<file path="src/rtl/rsch_pkg.sv">
// Shared types and constants for the ray and sphere closest-hit unit.
// Holds the transaction structs, the sphere table entry, FSM states and datapath widths.
// No dependencies.
package rsch_pkg;

	localparam int MUL_W  = 68;
	localparam int PROD_W = 136;
	localparam int DIVN_W = 96;
	localparam int DIVD_W = 64;
	localparam int Q_W    = 32;
	localparam int ROOT_W = 68;
	localparam int HM_W   = 67;
	localparam int CM_W   = 66;
	localparam int RR_W   = 62;
	localparam int HH_W   = 134;
	localparam int AC_W   = 130;
	localparam int NUM_W  = 69;

	localparam logic [30:0] TMIN_RESET = 31'd66;
	localparam logic [30:0] TMAX_RESET = 31'h7FFF_FFFF;

	typedef enum logic {
		KIND_LOAD  = 1'b0,
		KIND_TRACE = 1'b1
	} kind_t;

	typedef enum logic [1:0] {
		REG_COUNT = 2'd0,
		REG_TMIN  = 2'd1,
		REG_TMAX  = 2'd2
	} reg_idx_t;

	typedef struct packed {
		logic               kind;
		logic [5:0]         slot;
		logic signed [31:0] pos_x;
		logic signed [31:0] pos_y;
		logic signed [31:0] pos_z;
		logic signed [31:0] dir_x;
		logic signed [31:0] dir_y;
		logic signed [31:0] dir_z;
		logic [30:0]        radius;
		logic [7:0]         material_in;
	} in_item_t;

	typedef struct packed {
		logic               hit;
		logic [30:0]        hit_t;
		logic signed [31:0] point_x;
		logic signed [31:0] point_y;
		logic signed [31:0] point_z;
		logic signed [31:0] normal_x;
		logic signed [31:0] normal_y;
		logic signed [31:0] normal_z;
		logic               front_face;
		logic [7:0]         material_out;
	} out_item_t;

	typedef struct packed {
		logic signed [31:0] cx;
		logic signed [31:0] cy;
		logic signed [31:0] cz;
		logic [30:0]        radius;
		logic [7:0]         material;
	} sphere_t;

	typedef enum logic {
		ITER_SQRT = 1'b0,
		ITER_DIV  = 1'b1
	} iter_op_t;

	typedef struct packed {
		logic     start;
		iter_op_t op;
	} iter_req_t;

	typedef enum logic [4:0] {
		ST_IDLE,
		ST_AMUL,
		ST_RD,
		ST_LD,
		ST_HMUL,
		ST_OMUL,
		ST_RMUL,
		ST_CMP,
		ST_HH,
		ST_AC,
		ST_DISC,
		ST_SQRT,
		ST_NUM1,
		ST_DIV1,
		ST_NUM2,
		ST_DIV2,
		ST_FIN,
		ST_FLD,
		ST_PMUL,
		ST_PT,
		ST_DL,
		ST_NDIV,
		ST_EMIT
	} state_t;

endpackage

</file>
<file path="src/rtl/rsch_iter.sv">
// Shared bit-serial unit: integer square root (two radicand bits per step) and
// quotient capped at 2^31 (one bit per step). Uses rsch_pkg.
module rsch_iter
	import rsch_pkg::*;
(
	input  logic              clk,
	input  logic              arst_n,
	input  iter_req_t         req,
	input  logic [PROD_W-1:0] radicand,
	input  logic [DIVN_W-1:0] dividend,
	input  logic [DIVD_W-1:0] divisor,
	output logic              done,
	output logic [ROOT_W-1:0] root,
	output logic [Q_W-1:0]    quot
);

	localparam int REM_W = ROOT_W + 4;

	logic              busy_q;
	logic              done_q;
	iter_op_t          op_q;
	logic [6:0]        cnt_q;
	logic [REM_W-1:0]  rem_q;
	logic [REM_W-1:0]  rem2;
	logic [REM_W-1:0]  trial;
	logic [REM_W-1:0]  rem_sub;
	logic [PROD_W-1:0] sh_q;
	logic [ROOT_W-1:0] acc_q;
	logic [DIVD_W-1:0] dv_q;
	logic              cap;
	logic              ge;

	always_comb begin
		// any quotient of 2^31 or more saturates alike
		cap = dividend >= (DIVN_W'(divisor) << (Q_W - 1));
		if (op_q == ITER_SQRT) begin
			rem2  = {rem_q[REM_W-3:0], sh_q[PROD_W-1 -: 2]};
			trial = REM_W'({acc_q, 2'b01});
		end else begin
			rem2  = {rem_q[REM_W-2:0], sh_q[PROD_W-1]};
			trial = REM_W'(dv_q);
		end
		ge      = rem2 >= trial;
		rem_sub = rem2 - trial;
	end

	always_ff @(posedge clk or negedge arst_n) begin
		if (!arst_n) begin
			busy_q <= 1'b0;
			done_q <= 1'b0;
			cnt_q  <= '0;
			op_q   <= ITER_SQRT;
		end else begin
			done_q <= 1'b0;
			if (req.start) begin
				op_q <= req.op;
				if (req.op == ITER_DIV && cap) begin
					done_q <= 1'b1;
				end else begin
					busy_q <= 1'b1;
					cnt_q  <= (req.op == ITER_SQRT) ? 7'(ROOT_W) : 7'(Q_W - 1);
				end
			end else if (busy_q) begin
				cnt_q <= cnt_q - 7'd1;
				if (cnt_q == 7'd1) begin
					busy_q <= 1'b0;
					done_q <= 1'b1;
				end
			end
		end
	end

	always_ff @(posedge clk) begin
		if (req.start) begin
			acc_q <= (req.op == ITER_DIV && cap) ? (ROOT_W'(1) << (Q_W - 1)) : '0;
			dv_q  <= divisor;
			if (req.op == ITER_SQRT) begin
				rem_q <= '0;
				sh_q  <= radicand;
			end else begin
				rem_q <= REM_W'(dividend >> (Q_W - 1));
				sh_q  <= PROD_W'(dividend[Q_W-2:0]) << (PROD_W - Q_W + 1);
			end
		end else if (busy_q) begin
			rem_q <= ge ? rem_sub : rem2;
			acc_q <= {acc_q[ROOT_W-2:0], ge};
			sh_q  <= (op_q == ITER_SQRT) ? (sh_q << 2) : (sh_q << 1);
		end
	end

	assign done = done_q;
	assign root = acc_q;
	assign quot = acc_q[Q_W-1:0];

endmodule

</file>
<file path="config.mk">
export PLATFORM = sky130hd
export DESIGN_NAME = rsch_iter
export DESIGN_NICKNAME = d
export VERILOG_FILES = /design/src/rtl/rsch_pkg.sv /design/src/rtl/rsch_iter.sv
export SDC_FILE = /design/constraint.sdc
export NUM_CORES = 1
export LEC_CHECK = 0
export ABC_AREA = 1
export BUFFER_PORTS_ARGS = -buffer_cell sky130_fd_sc_hd__buf_2
export CORE_MARGIN = 4
export CORE_UTILIZATION = 45
export DETAILED_ROUTE_END_ITERATION = 6
export PLACE_DENSITY = 0.66
export SLEW_MARGIN = 20
export SYNTH_ARGS = -nofsm -noshare
export SYNTH_HDL_FRONTEND = slang
export SYNTH_SLANG_ARGS = --single-unit
</file>
<file path="constraint.sdc">
create_clock -name clk -period 14.1 [get_ports clk]
set_input_delay 0 -clock clk [delete_from_list [all_inputs] [get_ports clk]]
set_output_delay 0 -clock clk [all_outputs]
set_load 0.01 [all_outputs]
</file>
==> tab_implementation.tex <==
\begin{tabular}{lr}
\hline
Metric & Value \\
\hline
\multicolumn{2}{l}{\textbf{Outcome}} \\
Outcome & complete, no violations \\
\multicolumn{2}{l}{\textbf{STA}} \\
Slew headroom & 0.342 \\
RSZ-0062 raised after global routing & false \\
Time the final worst path needs with I/O delays and setup & 5.94 ns \\
Highest attainable clock frequency & 168 MHz \\
Setup ws final & 8.16 ns \\
Transition at the pin with the smallest max-transition slack & 0.987 ns \\
Final-report hold violation count & 0 \\
Total Negative Setup Slacks & 0 ns \\
Setup-violating endpoint count in the final report & 0 \\
Fin crit share & 0.421 \\
Clock Skew & 0.0293 ns \\
Final slew viol count & 0 \\
\multicolumn{2}{l}{\textbf{Worst setup path}} \\
Kind of critical path & register to register \\
CP Data Required Time & 14.44 ns \\
Highest net fanout along the worst path & 151 \\
Worst Setup End Kind & register \\
Arrival time of data at the critical path endpoint & 6.28 ns \\
Register-to-Register Setup Slack & 8.16 ns \\
Kind of start point of the critical path & register \\
\multicolumn{2}{l}{\textbf{Yosys}} \\
Most instantiated cells after synthesis & nand2\_1 (1156), inv\_1 (743), edfxtp\_1 (339), o21ai\_0 (281), nor2\_1 (224) \\
Total of warnings raised by yosys & 0 \\
Asr flop ratio synth & 0.0287 \\
Mean Syn Cell Area & 7.07 um2 \\
Syn Nets & 4166 \\
Most numerous cell in the Yosys netlist & nand2\_1 \\
Yosys top cell area share & 0.386 \\
Number of enable-type register cells in the synthesized netlist & 339 \\
Synth unique cells & 44 \\
Sequential-to-total area share from yosys stat & 0.395 \\
Primary flip-flop cell chosen by synthesis mapping & edfxtp\_1 \\
Flip-flop and latch count after synthesis & 349 \\
Cells after synthesis & 3729 \\
Cells taking the most area after synthesis & edfxtp\_1 (39\%), nand2\_1 (16\%), inv\_1 (11\%) \\
Cell taking the most area after synthesis & edfxtp\_1 \\
Cell area after synthesis & 26400 um2 \\
\multicolumn{2}{l}{\textbf{Clocking}} \\
CTS HTree Levels & 2 \\
Root buf cell & clkbuf\_16 \\
Number of buffers inserted during clock tree synthesis & 40 \\
Clock transition at path regs & 0.06 ns \\
Setup bufs post-CTS & 0 \\
TritonCTS clock tree & done \\
Longest Clk Path Bufs & 3 \\
Clk\_lat worst skew & 0.60 ns \\
Clock Sinks & 349 \\
\multicolumn{2}{l}{\textbf{Global route}} \\
Vias in the first global route & 26000 \\
Overall track demand over capacity in global routing & 0.279 \\
Pin count of the biggest net entering global routing & 154 \\
Total congestion overflow & 0 \\
Global-route wire length before repair & 142000 um \\
Initial antenna violation count & 5 \\
\multicolumn{2}{l}{\textbf{Detailed routing}} \\
Routed vias/inst & 5.11 \\
Detailed-route via count & 26300 \\
First-iteration detailed-routing DRC count & 2005 \\
Drc violations & 0 \\
DRT antenna net count & 0 \\
Routed length per placed instance & 17.6 um \\
Detailed-router iteration count before antenna repair & 7 \\
Total detailed-routing wirelength & 90600 um \\
\multicolumn{2}{l}{\textbf{Pwr}} \\
Power per Cell Area & 160 nW/um2 \\
Net load switching power & 2.39 mW \\
Portion of total power attributed to sequential cells & 0.281 \\
Relative contribution of the clock network to total power & 0.194 \\
Portion of total power attributed to combinational logic & 0.525 \\
Switching share of power & 0.449 \\
Int Pwr & 2.93 mW \\
Static Leakage & 17.3 nW \\
Maximum ir drop on the vdd rail & 0.150 mV \\
Overall Power & 5.32 mW \\
\multicolumn{2}{l}{\textbf{Run}} \\
Max Cap Viol & 0 \\
\multicolumn{2}{l}{\textbf{Layout}} \\
Layout cell share with drive strength beyond 1 & 0.129 \\
Layout Nets & 4790 \\
Filler instances & 5392 \\
Area growth syn-to-layout & 26.2\% \\
\multicolumn{2}{l}{\textbf{Hold path}} \\
Type of the most critical hold path & input pin to register \\
\multicolumn{2}{l}{\textbf{Floorplanning}} \\
FP Rows & 88 \\
Overall die area & 62600 um2 \\
Vert. Die Dim & 250 um \\
Number of ports placed on the die boundary & 401 \\
Effective utilization at floorplan & 0.455 \\
Core box area & 57900 um2 \\
Die W & 250 um \\
\multicolumn{2}{l}{\textbf{Placement}} \\
RD Place Congestion & 0.996 \\
Count of port buffers added during placement & 400 \\
Worst slack at placement & 8.34 ns \\
HPWL after detailed placement & 65400 um \\
\hline
\end{tabular}
==> timing repair <==
item,in CTS,in global routing
hold buffers,333,0
hold endpoints to repair,276,0
setup endpoints to repair,0,0
gates resized for setup,0,0
==> registers in the layout, indices dropped and copies added, names as in the netlist <==
name,flops
sh_q,136
rem_q,71
root,68
dv_q,64
cnt_q,7
busy_q,1
done,1
op_q,1
==> per-stage QoR <==
step | instances | hold slack (ns) | utilization | area, um2
final | 5150 | 0.136 | 0.575 | 33300
after global routing | 5149 | 0.142 | 0.575 | 33300
after CTS | 5146 | 0.108 | 0.575 | 33300
after detailed placement | 4743 | -0.113 | 0.495 | 28700
after global placement | 4743 | -0.113 | 0.495 | 28700
after floorplan | 3729 | -0.296 | - | 26400
==> layout make-up <==
class,count,area (um2),share of cell area
diodes,4,10.0,0.000301
clock buffers,50,1070,0.0321
clock inverters,20,206,0.00620
inverters,752,2830,0.0850
multi-input cells,2462,12300,0.370
flip-flops and latches,349,10400,0.313
well taps,765,957,0.0288
repair buffers,748,5470,0.164
==> per-layer routing <==
| metal | vias to the layer above | global-route usage | wire (um) |
|---|---|---|---|
| met5 | - | 0 | 0 |
| met4 | 0 | 0.0829 | 2840 |
| met3 | 166 | 0.0413 | 5620 |
| met2 | 924 | 0.478 | 42900 |
| met1 | 12000 | 0.369 | 39200 |
| li1 | 13200 | - | - |
==> power by group through the flow <==
| stage | Sequential (mW) | Clock, mW | Combinational [mW] |
|---|---|---|---|
| floorplan | 1.49 | 0 | 1.93 |
| global placement | 1.51 | 0 | 2.66 |
| detailed placement | 1.50 | 0 | 2.66 |
| CTS | 1.49 | 1.05 | 2.77 |
| global route | 1.52 | 1.09 | 3.13 |
| finish | 1.50 | 1.03 | 2.79 |
==> logic make-up (layout without fill, tap and decap cells) <==
| kind of cell | Yosys count | in the layout | share of synthesized area |
|---|---|---|---|
| DFF | 349 | 349 | 0.395 |
| adders and majority gates | 137 | 137 | 0.0653 |
| and+or+nand+nor | 1735 | 1735 | 0.272 |
| buffers and inverters | 918 | 1570 | 0.138 |
| AOI/OAI and AO/OA | 558 | 558 | 0.119 |
| xor gates and xnor gates | 32 | 32 | 0.0106 |
| other | 0 | 4 | 0 |
==> layout by cell type, fill, tap and decap left out, types with 103 or more instances in the layout <==
| cell type | Yosys | final |
|---|---|---|
| buf_2 | 7 | 399 |
| dlygate4sd3_1 | 0 | 333 |
| edfxtp_1 | 339 | 339 |
| ha_1 | 136 | 136 |
| inv_1 | 743 | 743 |
| nand2_1 | 1156 | 1155 |
| nand3_1 | 220 | 220 |
| nor2_1 | 224 | 224 |
| o21ai_0 | 281 | 281 |
| o22ai_1 | 103 | 103 |
==> worst paths after layout <==
path,cells after the start,from,end
max,21,op_q,rem_q[68]
min,2,divisor[55],dv_q[55]
max reg2reg,21,op_q,rem_q[68]
min reg2reg,2,busy_q,busy_q
max in group asynchronous,3,arst_n,op_q
min in group asynchronous,3,arst_n,op_q
==> worst max-delay path, stage by stage (launching register included) <==
cell and delay (ns):
dfrtp_4 0.70, inv_8 0.61, buf_4 0.83, nand2_1 0.12
o21ai_0 0.17, ha_1 0.20, inv_1 0.07, fa_1 0.43
nand2_1 0.11, nand2_1 0.08, nand3_1 0.10, nand2_2 0.10
nand2_1 0.10, nand3_2 0.15, nand2_1 0.11, nand2_1 0.09
nand2_2 0.10, nand2_4 0.48, nand2_2 0.59, o21ai_0 0.20
nand2_1 0.11, inv_1 0.04
No activity file was read; power rests on OpenSTA's default activity.
